$ cat src/rtl/core/assert_macros.svh
// assertion helpers for the rtl files
`ifndef ASSERT_MACROS_SVH
`define ASSERT_MACROS_SVH

// same-cycle implication, skipped while reset is high
`define POLAR2X2_IMPLY(label, clk, rst, ante, cons) \
   label: assert property (@(posedge clk) disable iff (rst) (ante) |-> (cons)) \
      else $error("implication check failed");

// fixed-delay implication, skipped while reset is high
`define POLAR2X2_DELAY(label, clk, rst, ante, dly, cons) \
   label: assert property (@(posedge clk) disable iff (rst) (ante) |-> ##(dly) (cons)) \
      else $error("delayed check failed");

`endif

$ cat src/rtl/core/polar2x2_pkg.sv
package polar2x2_pkg;

   localparam int FRAC_BITS  = 12;
   localparam int ONE_Q      = 1 << FRAC_BITS;
   localparam int ROT_W      = 14;

   // magnitudes entering the normalization are below 2^RED_W
   localparam int RED_W      = 17;
   localparam int SQR_W      = 2 * RED_W;
   localparam int DEN_W      = SQR_W + 1;
   localparam int PART_W     = DEN_W + 1;

   // quotient is a^2 / n scaled by 2^SCALE_BITS, so its root is 2 * ONE_Q at most
   localparam int SCALE_BITS = 2 * (FRAC_BITS + 1);
   localparam int QUO_W      = SCALE_BITS + 1;
   localparam int RAD_W      = QUO_W + 1;
   localparam int ROOT_W     = RAD_W / 2;
   localparam int SREM_W     = ROOT_W + 2;

   localparam int DIV_CELLS  = QUO_W;
   localparam int SQRT_CELLS = ROOT_W;

   typedef struct packed {
      logic [PART_W-1:0] part;
      logic [QUO_W-1:0]  quo;
   } div_lane_type;

   typedef struct packed {
      logic [RAD_W-1:0]  rad;
      logic [SREM_W-1:0] rem;
      logic [ROOT_W-1:0] root;
   } sqrt_lane_type;

endpackage

$ cat src/rtl/core/polar2x2_div_cell.sv
module polar2x2_div_cell import polar2x2_pkg::*; (
   input  logic              clock,
   input  logic [DEN_W-1:0]  up_den,
   input  div_lane_type      up_c,
   input  div_lane_type      up_s,
   output logic [DEN_W-1:0]  dn_den,
   output div_lane_type      dn_c,
   output div_lane_type      dn_s
);

   logic [DEN_W-1:0] den_ff;
   div_lane_type     c_lane_ff, c_lane_in;
   div_lane_type     s_lane_ff, s_lane_in;

   // one restoring quotient bit; partial remainder leaves already doubled
   function automatic div_lane_type div_step(input div_lane_type lane,
                                             input logic [DEN_W-1:0] den);
      logic [PART_W-1:0] diff;
      logic              take;
      div_lane_type      res;
      take     = lane.part >= {1'b0, den};
      diff     = lane.part - {1'b0, den};
      res.part = take ? {diff[DEN_W-1:0], 1'b0} : {lane.part[DEN_W-1:0], 1'b0};
      res.quo  = {lane.quo[QUO_W-2:0], take};
      return res;
   endfunction

   always_comb begin
      c_lane_in = div_step(up_c, up_den);
      s_lane_in = div_step(up_s, up_den);
   end

   always_ff @(posedge clock) begin
      den_ff    <= up_den;
      c_lane_ff <= c_lane_in;
      s_lane_ff <= s_lane_in;
   end

   assign dn_den = den_ff;
   assign dn_c   = c_lane_ff;
   assign dn_s   = s_lane_ff;

endmodule

$ cat config.mk
export PLATFORM = sky130hd
export DESIGN_NAME = polar2x2_div_cell
export DESIGN_NICKNAME = d
export VERILOG_FILES = /design/src/rtl/core/assert_macros.svh /design/src/rtl/core/polar2x2_pkg.sv /design/src/rtl/core/polar2x2_div_cell.sv
export SDC_FILE = /design/constraint.sdc
export NUM_CORES = 1
export LEC_CHECK = 0
export BUFFER_PORTS_ARGS = -buffer_cell sky130_fd_sc_hd__clkbuf_2
export CORE_MARGIN = 4
export CORE_UTILIZATION = 52
export DETAILED_ROUTE_END_ITERATION = 7
export GPL_ROUTABILITY_DRIVEN = 0
export PLACE_DENSITY_LB_ADDON = 0.25
export SYNTH_ARGS = -nofsm -noshare
export SYNTH_HDL_FRONTEND = slang
export SYNTH_SLANG_ARGS = --single-unit
$ cat constraint.sdc
create_clock -name clock -period 4.83 [get_ports clock]
set_input_delay 0.2415 -clock clock [delete_from_list [all_inputs] [get_ports clock]]
set_output_delay 0.2415 -clock clock [all_outputs]
set_load 0.02 [all_outputs]
# After elaboration in Yosys (flattened, before gate mapping)
# Cells that the tools add are included.
word_totals:
  reg_bits: 161
  input_bits: 162
classes:
  n_addsub: 2
  order_cmp: 2
  n_mux: 2
ops:
  columns: ["operator", "count"]
  rows:
  - ["$ge A36 B35 Y1", 2]
  - ["$mux W36", 2]
  - ["$sub A35 B35 Y35", 2]

# Logic depth before layout (Yosys ltp)
logic_depth:
  ltp_word: 2
  ltp_mapped: 14
  depth_no_buf: 12

# Least setup slack after synthesis
# OpenSTA, ideal clock, no wires.
synth_path:
  kind: "input-to-reg"
  startpoint: "in up_c[27] (netlist bit)"
  endpoint: "reg c_lane_ff (netlist bit dn_c[35])"
  setup_ns: 0.121
  arrival_time_ns: 2.915
  required_time_ns: 4.709
  slack_ns: 1.794
  path_stages: 14
  path_buffers: 2
  path_cell_list: "inv_1 > ha_1 > fa_1 > nand2b_1 > a211oi_1 > o311ai_1 > a21oi_1 > nand2b_1 > a21oi_2 > o31ai_1 > a211o_1 > buf_2 > buf_2 > mux2_2"
synth_lines:
  columns: ["item", "line_no", "source"]
  rows:
  - ["start, declared", "polar2x2_div_cell.sv:4", "input div_lane_type up_c,"]
  - ["end signal, assigned", "polar2x2_div_cell.sv:35", "c_lane_ff <= c_lane_in;"]
  - ["end, declared", "polar2x2_div_cell.sv:12", "div_lane_type c_lane_ff, c_lane_in;"]

==> metrics.md <==
| Metric | Value |
|---|---|
| Setup violators final | `0` |
| Hpwl dp | `between 15,000 and 20,000 um` |
| Leak | `~5.4 nW` |
| Vias | `about 7,800` |
| Logic pwr share | `29.9%` |
| Row count | `44` |
| Max-cap viol count | `0` |
| Internal power | `about 0.0027 W` |
| Multi-input logic area | `around 4300 sq um` |
| Crit path capture type | `flip-flop` |
| Largest net degree at the start of global routing | `51` |
| Mapped cell area | `7750 sq um` |
| Clock Power Share | `roughly 32%` |
| Routed vias/inst | `about 5.4` |
| Gates resized, CTS repair | `0` |
| Die X | `approximately 130 um` |
| Most common cell after layout, fill and taps aside | `clkbuf_2` |
| Sequential area share after synthesis | `between 40% and 50%` |
| Pre-antenna DRT Iters | `5` |
| P_sw | `about 0.0014 W` |
| Top-area cell type share of the netlist area | `41.1%` |
| Clk pin slew, worst setup/hold paths | `approximately 70 ps` |
| Worst hold path type | `in -> reg` |
| Main area contributors after synthesis | `dfxtp_1, ha_1, mux2_2, o21ai_0, a21oi_1` |
| Commonest cells after routing, fill and taps aside | `clkbuf_2, dfxtp_1, dlygate4sd3_1, nand2_1, ha_1` |
| CTS Root Cell | `clkbuf_16` |
| Ports | `~320` |
| Total power | `between 0.004 and 0.005 W` |
| CTS tree | `yes` |
| Main synth FF type | `dfxtp_1` |
| Crit start category | `input pin` |
| Initial antenna violation count | `1` |
| Setup TNS | `0 ps` |
| DR DRC count | `0` |
| Post-CTS Setup Inserts | `0` |
| PnR worst setup slack | `just over 900 ps` |
| Num Clock Sinks | `between 150 and 200` |
| Post-synth EDFFs | `0` |
| First-pass GRT wire length | `39,000 um` |
| Arrival @ worst endpoint | `~4200 ps` |
| TritonCTS Buffers | `17` |
| Overall global routing resource usage | `between 20% and 30%` |
| Core area | `14,600 sq um` |
| ANT nets after route | `0` |
| Max Slew Vio Count | `0` |
| Normalized max-slew margin | `a little over three fifths` |
| Setup CP Type | `in -> reg` |
| P&R area growth vs syn | `40.9%` |
| Die Y-Extent | `130 um` |
| DIE AREA | `16,900 sq um` |
| Pwr dens | `~370 nW/um^2` |
| Gr ovfl total | `0` |
| Unrepaired setup endpoints after global routing | `false` |
| Synthesis warning total | `0` |
| Power share of the sequential group | `a little under two fifths` |
| Placed cell area | `about 9500 sq um` |
| Drt wl/cell | `~18 um` |
| Critical path data required time | `5140 ps` |
| Pre-CTS setup slack | `1070 ps` |
| Status | `complete, no violations` |
| Post-Synthesis Cells | `839` |
| Synth cell types | `56` |
| Sw Share | `roughly a third` |
| Starting DRT DRC Count | `410` |
| Yosys reg bits | `159` |
| Peak supply drop | `0.305 mV` |
| Layout cell share with drive strength beyond 1 | `around a third` |
| Max Fclk | `between 200 and 300 MHz` |
| Bufs on Longest Clock Path | `2` |
| # H-tree levels | `4` |
| Final Cell Area | `roughly 11,000 sq um` |
| CP Max Fanout | `33` |
| Post-CTS Hold Buffers | `86` |
| Sequential Area | `3180 sq um` |
| Nets | `1,473` |
| Worst slew pin tran | `553 ps` |
| Count of input and output buffers | `318` |
| Number of global-route vias before repair | `~7,400` |
| Post-synth ARST share | `0%` |
| Starting density of the core | `53.1%` |
| Yosys top cell by area | `dfxtp_1` |
| Final Cycle Share | `between 80% and 90%` |
| Min Clock Period, post-route | `~4000 ps` |
| Syn_area_per_cell | `between 9 and 10 sq um` |
| Final hold violation count | `0` |
| Fill count | `~1,100` |
| Detailed Route WL | `about 26,000 um` |
[worst max-delay path: stages]
cell and delay (ps):
dlygate4sd3_1 530, clkbuf_2 140, ha_1 250, fa_1 420, nand2b_1 180, a211oi_1 290, o311ai_1 170, a21oi_1 270
nand2b_1 260, a21oi_2 110, o31ai_1 260, a211o_1 250, buf_4 420, mux2_2 390
[path summary, 6_finish.rpt]
path / startpoint / endpoint / slack, ps / cells after the start
max: up_den[0] / dn_c[36] / 920 / 14
min: up_s[56] / dn_s[57] / 30 / 3
[registers in the layout, summed over array words and instances (netlist names)]
signal	cells
dn_den	35
dn_s	62
dn_c	62
[layout make-up]
type                            instances  area share [%]
Multi-Input combinational cell        600            38.9
Sequential cell                       159            29.2
Tap cell                              184            2.11
Clock inverter                         14            1.34
Clock buffer                           17            3.90
Timing Repair Buffer                  407            22.7
Antenna cell                            1          0.0229
Inverter                               54            1.86
[Yosys cell counts (all sizes together), types with 6 or more instances]
cell,count
nor2,43
nand2b,6
and2,6
ha,70
xnor2,36
and3,15
mux2,34
a21oi,65
o21a,8
buf,12
xor2,26
inv,54
nor3,6
nand4,10
nand2,76
nand3,14
dfxtp,159
a21o,22
a211oi,12
a31oi,11
o21bai,7
o21ai,72
clkbuf,15
[metal layers]
layer  routed length, um  global-route usage, %
met4                 903                   12.5
met5                   0                      0
met2               12900                   52.3
met1                9730                   35.0
met3                2160                   7.61
[cell families after synthesis]
family | share of synthesized area (%)
flops | 41.1
fa+ha+maj | 11.8
compound gates | 18.9
simple gates | 11.3
other cells | 0.0484
buf+inv | 4.25
mux | 5.59
xor+xnor | 7.01
[per-stage QoR]
| step | hold slack, ps | utilization, % | cells |
|---|---|---|---|
| floorplan | 269 | - | 840 |
| global placement | 344 | 65.0 | 1318 |
| detailed placement | 346 | 65.0 | 1318 |
| CTS | 10.4 | 74.8 | 1435 |
| global route | 37.6 | 74.8 | 1436 |
| finish | 27.0 | 74.8 | 1436 |
[power by group through the flow]
| stage | Clock [W] | Combinational [W] | Sequential, W |
|---|---|---|---|
| 2_1_floorplan | 0 | 0.000540 | 0.00177 |
| 3_5_place_dp | 0 | 0.00113 | 0.00155 |
| 5_1_grt | 0.00139 | 0.00132 | 0.00155 |
| 3_3_place_gp | 0 | 0.00112 | 0.00155 |
| 6_report | 0.00131 | 0.00121 | 0.00153 |
| 4_1_cts | 0.00132 | 0.00120 | 0.00153 |
No activity file was read; power rests on OpenSTA's default activity.
