==> src/rtl/core/assert_macros.svh <==
// assertion helpers for the rtl files
`ifndef ASSERT_MACROS_SVH
`define ASSERT_MACROS_SVH

// same-cycle implication, skipped while reset is high
`define POLAR2X2_IMPLY(label, clk, rst, ante, cons) \
   label: assert property (@(posedge clk) disable iff (rst) (ante) |-> (cons)) \
      else $error("implication check failed");

// fixed-delay implication, skipped while reset is high
`define POLAR2X2_DELAY(label, clk, rst, ante, dly, cons) \
   label: assert property (@(posedge clk) disable iff (rst) (ante) |-> ##(dly) (cons)) \
      else $error("delayed check failed");

`endif

==> src/rtl/core/polar2x2_pkg.sv <==
package polar2x2_pkg;

   localparam int FRAC_BITS  = 12;
   localparam int ONE_Q      = 1 << FRAC_BITS;
   localparam int ROT_W      = 14;

   // magnitudes entering the normalization are below 2^RED_W
   localparam int RED_W      = 17;
   localparam int SQR_W      = 2 * RED_W;
   localparam int DEN_W      = SQR_W + 1;
   localparam int PART_W     = DEN_W + 1;

   // quotient is a^2 / n scaled by 2^SCALE_BITS, so its root is 2 * ONE_Q at most
   localparam int SCALE_BITS = 2 * (FRAC_BITS + 1);
   localparam int QUO_W      = SCALE_BITS + 1;
   localparam int RAD_W      = QUO_W + 1;
   localparam int ROOT_W     = RAD_W / 2;
   localparam int SREM_W     = ROOT_W + 2;

   localparam int DIV_CELLS  = QUO_W;
   localparam int SQRT_CELLS = ROOT_W;

   typedef struct packed {
      logic [PART_W-1:0] part;
      logic [QUO_W-1:0]  quo;
   } div_lane_type;

   typedef struct packed {
      logic [RAD_W-1:0]  rad;
      logic [SREM_W-1:0] rem;
      logic [ROOT_W-1:0] root;
   } sqrt_lane_type;

endpackage

==> src/rtl/core/polar2x2_sqrt_cell.sv <==
module polar2x2_sqrt_cell import polar2x2_pkg::*; (
   input  logic          clock,
   input  sqrt_lane_type up_c,
   input  sqrt_lane_type up_s,
   output sqrt_lane_type dn_c,
   output sqrt_lane_type dn_s
);

   sqrt_lane_type c_lane_ff, c_lane_in;
   sqrt_lane_type s_lane_ff, s_lane_in;

   // one root bit from the top two radicand bits
   function automatic sqrt_lane_type sqrt_step(input sqrt_lane_type lane);
      logic [SREM_W+1:0] cur;
      logic [SREM_W+1:0] trial;
      logic              take;
      sqrt_lane_type     res;
      cur      = {lane.rem, lane.rad[RAD_W-1 -: 2]};
      trial    = {2'b00, lane.root, 2'b01};
      take     = cur >= trial;
      res.rem  = take ? SREM_W'(cur - trial) : cur[SREM_W-1:0];
      res.root = {lane.root[ROOT_W-2:0], take};
      res.rad  = {lane.rad[RAD_W-3:0], 2'b00};
      return res;
   endfunction

   always_comb begin
      c_lane_in = sqrt_step(up_c);
      s_lane_in = sqrt_step(up_s);
   end

   always_ff @(posedge clock) begin
      c_lane_ff <= c_lane_in;
      s_lane_ff <= s_lane_in;
   end

   assign dn_c = c_lane_ff;
   assign dn_s = s_lane_ff;

endmodule
==> config.mk <==
export PLATFORM = sky130hd
export DESIGN_NAME = polar2x2_sqrt_cell
export DESIGN_NICKNAME = d
export VERILOG_FILES = /design/src/rtl/core/assert_macros.svh /design/src/rtl/core/polar2x2_pkg.sv /design/src/rtl/core/polar2x2_sqrt_cell.sv
export SDC_FILE = /design/constraint.sdc
export NUM_CORES = 1
export LEC_CHECK = 0
export BUFFER_PORTS_ARGS = -buffer_cell sky130_fd_sc_hd__buf_2
export CAP_MARGIN = 15
export CORE_MARGIN = 4
export CORE_UTILIZATION = 45
export DETAILED_ROUTE_END_ITERATION = 7
export PLACE_DENSITY = 0.88
export SYNTH_ARGS = -nofsm -noshare
export SYNTH_HDL_FRONTEND = slang
export SYNTH_SLANG_ARGS = --single-unit
==> constraint.sdc <==
create_clock -name clock -period 6.18 [get_ports clock]
set_input_delay 0.618 -clock clock [delete_from_list [all_inputs] [get_ports clock]]
set_output_delay 0.618 -clock clock [all_outputs]
set_load 0.005 [all_outputs]
# Word-level counts from Yosys, hierarchy flattened
# Cells that the tools add are included.
[word_totals]
reg_bits = 112
input_bits = 117
out_inout_bits = 116
elab_cells = 12
[op_classes]
add_sub_neg = 2
order_cmp = 2
n_mux = 2
[ops]
columns = ["operator", "count"]
rows = [
  ["$ge A18 B16 Y1", 2],
  ["$mux W16", 2],
  ["$sub A16 B16 Y16", 2],
]

# Longest topological paths before layout
# Gate-level depths: netlist of the first run.
[depth]
word_depth = 2
depth_mapped = 11
depth_no_buf = 8

# Worst setup path after synthesis of the first run
# Ideal clock, no wire load.
[synth_path]
path_kind = "in2reg"
start = "in up_s[1] (netlist bit)"
end = "reg s_lane_ff (netlist bit dn_s[22])"
setup_ps = 123
arrival_ps = 2409
slack_ps = 3648
cell_stages = 9
path_buffers = 1
path_cell_list = "inv_1 -> ha_1 -> o211ai_1 -> a21oi_1 -> o21bai_2 -> a21oi_1 -> a211oi_4 -> buf_6 -> mux2_1"
[synth_rtl]
columns = ["element", "line_no", "rtl"]
rows = [
  ["start: declaration", "polar2x2_sqrt_cell.sv:4", "input sqrt_lane_type up_s,"],
  ["end signal: assignment", "polar2x2_sqrt_cell.sv:34", "s_lane_ff <= s_lane_in;"],
  ["end: declaration", "polar2x2_sqrt_cell.sv:10", "sqrt_lane_type s_lane_ff, s_lane_in;"],
]

==> results of run 1 <==
-- power by group through the flow --
stage | Combinational, µW | Sequential (µW) | Clock [µW]
after floorplan | 181 | 841 | 0
final | 345 | 811 | 458
after global routing | 379 | 818 | 500
after CTS | 346 | 812 | 474
after detailed placement | 344 | 828 | 0
after global placement | 330 | 828 | 0
-- registers in the layout, summed over array words and instances, names as in the netlist --
| name | flops |
|---|---|
| dn_c | 56 |
| dn_s | 56 |
-- cells in the final DEF, fill, tap and decap left out, types with 10 or more instances in the layout --
| cell type | instances |
|---|---|
| buf_2 | 228 |
| dfxtp_1 | 112 |
| inv_1 | 37 |
| ha_1 | 32 |
| nand2_1 | 16 |
| a21oi_1 | 15 |
| mux2_2 | 15 |
| xnor2_1 | 15 |
| nor2_1 | 13 |
| xor2_1 | 11 |
| o21ai_0 | 10 |
-- through the flow --
| stage | utilization, % | std cells | instance area [µm²] | power (µW) | hold slack (ps) |
|---|---|---|---|---|---|
| after detailed placement | 59.82 | 739 | 5528 | 1172 | 721.6 |
| final | 62.18 | 755 | 5746 | 1615 | 329.5 |
| after floorplan | - | 391 | 4302 | 1022 | 645.7 |
| after global placement | 59.82 | 739 | 5528 | 1158 | 720.7 |
| after global routing | 62.18 | 755 | 5746 | 1698 | 298.1 |
| after CTS | 62.18 | 755 | 5746 | 1632 | 301.8 |
-- layout make-up --
| cell class | instances | area (µm²) | area share [%] |
|---|---|---|---|
| Sequential cell | 112 | 2242 | 39.02 |
| Clock inverter | 7 | 93.84 | 1.633 |
| Inverter | 37 | 138.9 | 2.417 |
| Timing Repair Buffer | 228 | 1141 | 19.86 |
| Clock buffer | 9 | 123.9 | 2.156 |
| Multi-Input combinational cell | 233 | 1844 | 32.10 |
| Tap cell | 129 | 161.4 | 2.809 |
-- final timing paths --
path,from,endpoint,depth (start not counted)
max,up_s[1],dn_s[29]$_DFF_P_,9
min,up_s[55],dn_s[57]$_DFF_P_,1
-- metal layers --
layer	global-route usage, %	part of all wire, %
met1	19.96	35
met4	6.290	1.6
met5	0	0
met2	39.03	54
met3	6.246	9.6
-- logic make-up after synthesis --
logic type / Yosys count / synth area share (%)
DFF: 112 / 52.26
AOI/OAI and AO/OA: 77 / 12.51
and+or+nand+nor: 67 / 8.195
buffers and inverters: 46 / 5.016
adders and majority gates: 32 / 9.332
muxes: 27 / 7.291
xor gates and xnor gates: 26 / 5.308
other: 1 / 0.08741
==> run_results.csv, run 1 <==
group,metric,value,unit
timing,fmax,0.3603,GHz
clocking,post_cts_buffers,0,
clocking,cts_buffers,9,
place,dp_hpwl,9732,µm
job,drv_cap,0,
synth,synth-seq-cells,112,
worst_setup_path,crit_path_top_delay_cell,"a211oi_4",
floorplanning,dieArea,11160,µm²
timing,worst_pin_slew,987.0,ps
synth,synth.distinct_cells,55,
timing,finalSetupViolations,0,
synth,synth_top_area_share,52.26,%
timing,slew_headroom,33.99,%
clocking,root_buffer,"clkbuf_8",
place,place_congestion,0.8983,
layout,nFillCells,748,
timing,finalSetupTns,0,ps
worst_setup_path,critPathKind,"in2reg",
global_routing,grt_max_degree,25,
power,pwr-share-comb,21.4,%
routing,drt_iter0_markers,110,
routing,remaining_drc_errors,0,
power,p_per_area,281.0,nW/µm²
timing,post-route-min-period,2776,ps
synth,synthMostInstantiatedCell,"dfxtp_1",
synth,synth_top_cell_by_area,"dfxtp_1",
timing,fin_crit_sh,44.91,%
timing,fin_ws,3404,ps
floorplanning,coreArea,9240,µm²
global_routing,grt_pass1_vias,3774,
floorplanning,die_x,105.6,µm
worst_setup_path,cp.arrival,3040,ps
power,leakage,0.002915,µW
routing,routedWlPerCell,15.66,µm
synth,ys_async_sr_fraction,0,%
global_routing,grt_antenna_before_repair,0,
clocking,path_clk_slew,130,ps
place,io_buffers,228,
routing,drt.antenna.violating_nets,0,
routing,drt_wl_total,11820,µm
synth,synthFlopType,"dfxtp_1",
floorplanning,rows,35,
synth,netlist_area,4290,µm²
power,p_clk_share,28.4,%
place,dpl_worst_slack,3047,ps
global_routing,globalRouteOverflowTotal,0,
worst_setup_path,slowest_delay,840,ps
worst_setup_path,critPathRequiredTime,6450,ps
clocking,cts.sinks,112,
layout,antenna_cells,0,
synth,syn_area_per_cell,11.06,µm²
worst_setup_path,crit_top_cell,"a21oi_1",
power,switching_share,29.38,%
worst_setup_path,timing.critical_path.buf_inv,2,
clocking,htree_levels,3,
synth,synth_warnings,0,
routing,drt-pass1-iter-count,7,
synth,yosysSeqAreaShare,52.26,%
worst_setup_path,critPathMaxFanout,17,
run_status,status,"finished, final reports clean",
timing,drv_slew,0,
synth,ys_top_cells_by_area,"dfxtp_1 (52%), ha_1 (9.3%), mux2_2 (3.9%)",
synth,synth-edff-count,0,
worst_setup_path,crit_family,"compound AO/OA/AOI/OAI gates",
power,p_int,1140,µW
floorplanning,start_util,46.43,%
global_routing,grt_use_total,20.03,%
power,peakVddDrop,0.0001193,V
clocking,cts_buffer_depth,2,
clocking,tritoncts,"done",
global_routing,grt_pass1_wl,17950,µm
worst_hold_path,min_path_type,"in2reg",
clocking,cts_resized,0,
layout,fin_nets,770,
floorplanning,die-height,105.6,µm
synth,syn_inst,388,
routing,vias_per_cell,4.928,
clocking,cts-hold-fix-buffers,0,
timing,hold_violations,0,
worst_setup_path,crit_chain,"buf_2, inv_1, ha_1, o211ai_1, a21oi_1, o21bai_2, a21oi_1, a211oi_4, mux2_2",
power,p_seq_share,50.2,%
timing,rsz0062_at_grt,"false",
synth,synthTopCellsByCount,"dfxtp_1 (112), inv_1 (37), ha_1 (32)",
power,p_sw,474.3,µW
layout,area_growth,33.92,%
floorplanning,io_pins,233,
layout,layout-drive-gt1-share,43.13,%
worst_setup_path,crit_path_start_kind,"input port",
routing,vias,3721,
worst_setup_path,end_kind,"flip-flop",
Power figures use the tool's default switching activity.
==> run 2: changes to the inputs <==
Settings changed: ABC_AREA from default to 1, PLACE_DENSITY 0.88 to 0.85.
Clock period 6.18 ns to 2.9 ns, I/O delays scaled along.
==> run 2 against run 1 <==
Against the previous run: total power rose by 120%; cell count rose by 46%; global-route usage rose by 3.4 points; combinational power rose by 150%; critical endpoint is now dn_c[24]$_DFF_P_; largest power group unchanged.
==> run_results.csv, run 2 <==
group,metric,value,unit
run_status,status,"finished, final reports clean",
layout,nFillCells,897,
global_routing,grt_pass1_wl,24030,µm
timing,fin_crit_sh,77.65,%
routing,vias,5132,
power,p_per_area,500.6,nW/µm²
routing,drt_wl_total,15030,µm
floorplanning,dieArea,12730,µm²
routing,drt-pass1-iter-count,5,
layout,final_common_cell,"buf_2",
timing,rsz0062_at_grt,"false",
synth,synth_warnings,0,
place,io_buffers,228,
clocking,root_buffer,"clkbuf_8",
layout,layout-drive-gt1-share,27.25,%
synth,ys_async_sr_fraction,0,%
layout,fin_cells,1105,
synth,synthMostInstantiatedCell,"nand2_1",
routing,drt_iter0_markers,311,
worst_setup_path,cp.arrival,2540,ps
global_routing,grt_antenna_before_repair,0,
layout,layout_common_cells,"buf_2 (228), nand2_1 (217), inv_1 (126)",
power,peakVddDrop,0.0003349,V
place,dpl_worst_slack,769.4,ps
job,drv_cap,0,
clocking,cts.sinks,112,
global_routing,grt_use_total,23.38,%
layout,antenna_cells,0,
place,dp.cells,1020,
worst_setup_path,critPathMaxFanout,18,
synth,ys_top_cells_by_area,"dfxtp_1 (45%), nand2_1 (16%), inv_1 (9.6%)",
timing,drv_slew,0,
worst_setup_path,critPathKind,"in2reg",
power,leakage,0.004091,µW
global_routing,grt_max_degree,25,
worst_setup_path,crit_path_start_kind,"input port",
synth,synth.distinct_cells,26,
synth,synthTopCellsByCount,"nand2_1 (217), inv_1 (126), dfxtp_1 (112)",
routing,remaining_drc_errors,0,
timing,finalSetupViolations,0,
layout,fin_util,65.87,%
clocking,cts_resized,0,
synth,syn_inst,659,
clocking,path_clk_slew,130,ps
worst_setup_path,end_kind,"flip-flop",
floorplanning,rows,38,
synth,yosysSeqAreaShare,45.33,%
synth,syn_area_per_cell,7.505,µm²
place,dp_hpwl,10930,µm
timing,finalSetupTns,0,ps
layout,fin_nets,1109,
synth,synthFlopType,"dfxtp_1",
floorplanning,io_pins,233,
routing,vias_per_cell,4.644,
clocking,cts_buffer_depth,2,
synth,synth_top_area_share,45.33,%
synth,netlist_area,4946,µm²
worst_setup_path,critPathRequiredTime,3190,ps
timing,post-route-min-period,2252,ps
synth,synth-edff-count,0,
floorplanning,die-height,112.8,µm
timing,hold_violations,0,
worst_hold_path,min_path_type,"in2reg",
synth,synth_top_cell_by_area,"dfxtp_1",
global_routing,globalRouteOverflowTotal,0,
place,place_area,6193,µm²
floorplanning,die_x,112.8,µm
timing,fin_ws,648.2,ps
routing,routedWlPerCell,13.60,µm
timing,fmax,0.4441,GHz
clocking,htree_levels,3,
clocking,tritoncts,"done",
floorplanning,coreArea,10790,µm²
routing,drt.antenna.violating_nets,0,
clocking,cts_buffers,9,
layout,final_cell_area,7109,µm²
global_routing,grt_pass1_vias,5060,
layout,area_growth,43.74,%
floorplanning,start_util,45.83,%
place,place_congestion,0.9471,
synth,synth-seq-cells,112,
[run 2: final timing paths]
kind                  startpoint               end  slack (ps)  cells past startpoint
worst max-delay path     up_c[3]  dn_c[24]$_DFF_P_         650                     14
worst min-delay path     up_s[4]   dn_s[5]$_DFF_P_          20                      1
[run 2: stage by stage]
step                      total power (µW)  hold slack [ps]
after CTS                             3587          0.02318
after detailed placement              2518            393.6
final                                 3559            16.78
after floorplan                       2194            317.7
after global routing                  3774            1.124
after global placement                2497            391.9
[run 2: report_power, final]
part	internal (µW)	switching, µW	leakage [µW]
Sequential	1680	38.0	0.000945
Clock	367	625	0.000111
Combinational	391	456	0.00304
Total	2440	1120	0.00409
[run 2: per-layer routing]
metal	global-route usage [%]	vias up	routed length, µm
li1	-	2607	-
met1	26.85	2288	5972
met2	41.98	207	7537
met3	5.989	30	1077
met4	8.173	0	441
met5	0	-	0
[run 2: cells by family after synthesis]
| logic type | share of synthesized area, % |
|---|---|
| simple gates | 30.51 |
| flops | 45.33 |
| buf+inv | 11.18 |
| other cells | 0.07582 |
| xor+xnor | 2.125 |
| compound gates | 2.682 |
| fa+ha+maj | 8.095 |
[run 2: critical path, stage by stage]
cell and delay (ps):
dlygate4sd3_1 530, buf_2 110, inv_1 40, ha_1 350, nand2_1 140, inv_1 50
nand2_1 90, nand2_1 50, nand2_1 90, nand3_2 90, nand2_2 280, nand2_4 220
nand3_1 140, nand2_1 50
[run 2: area by class of cell]
| class | count | area [µm²] | area share (%) |
|---|---|---|---|
| clock inverters | 7 | 101.3 | 1.426 |
| well taps | 140 | 175.2 | 2.464 |
| clock buffers | 9 | 123.9 | 1.742 |
| multi-input cells | 414 | 2162 | 30.41 |
| repair buffers | 297 | 1832 | 25.77 |
| inverters | 126 | 473.0 | 6.653 |
| flip-flops and latches | 112 | 2242 | 31.54 |
[run 2: what timing repair did]
| item | 4_1_cts | 5_1_grt |
|---|---|---|
| buffers inserted | 0 | 0 |
| hold endpoints to repair | 67 | 2 |
| hold buffers | 67 | 2 |
| setup endpoints to repair | 0 | 0 |
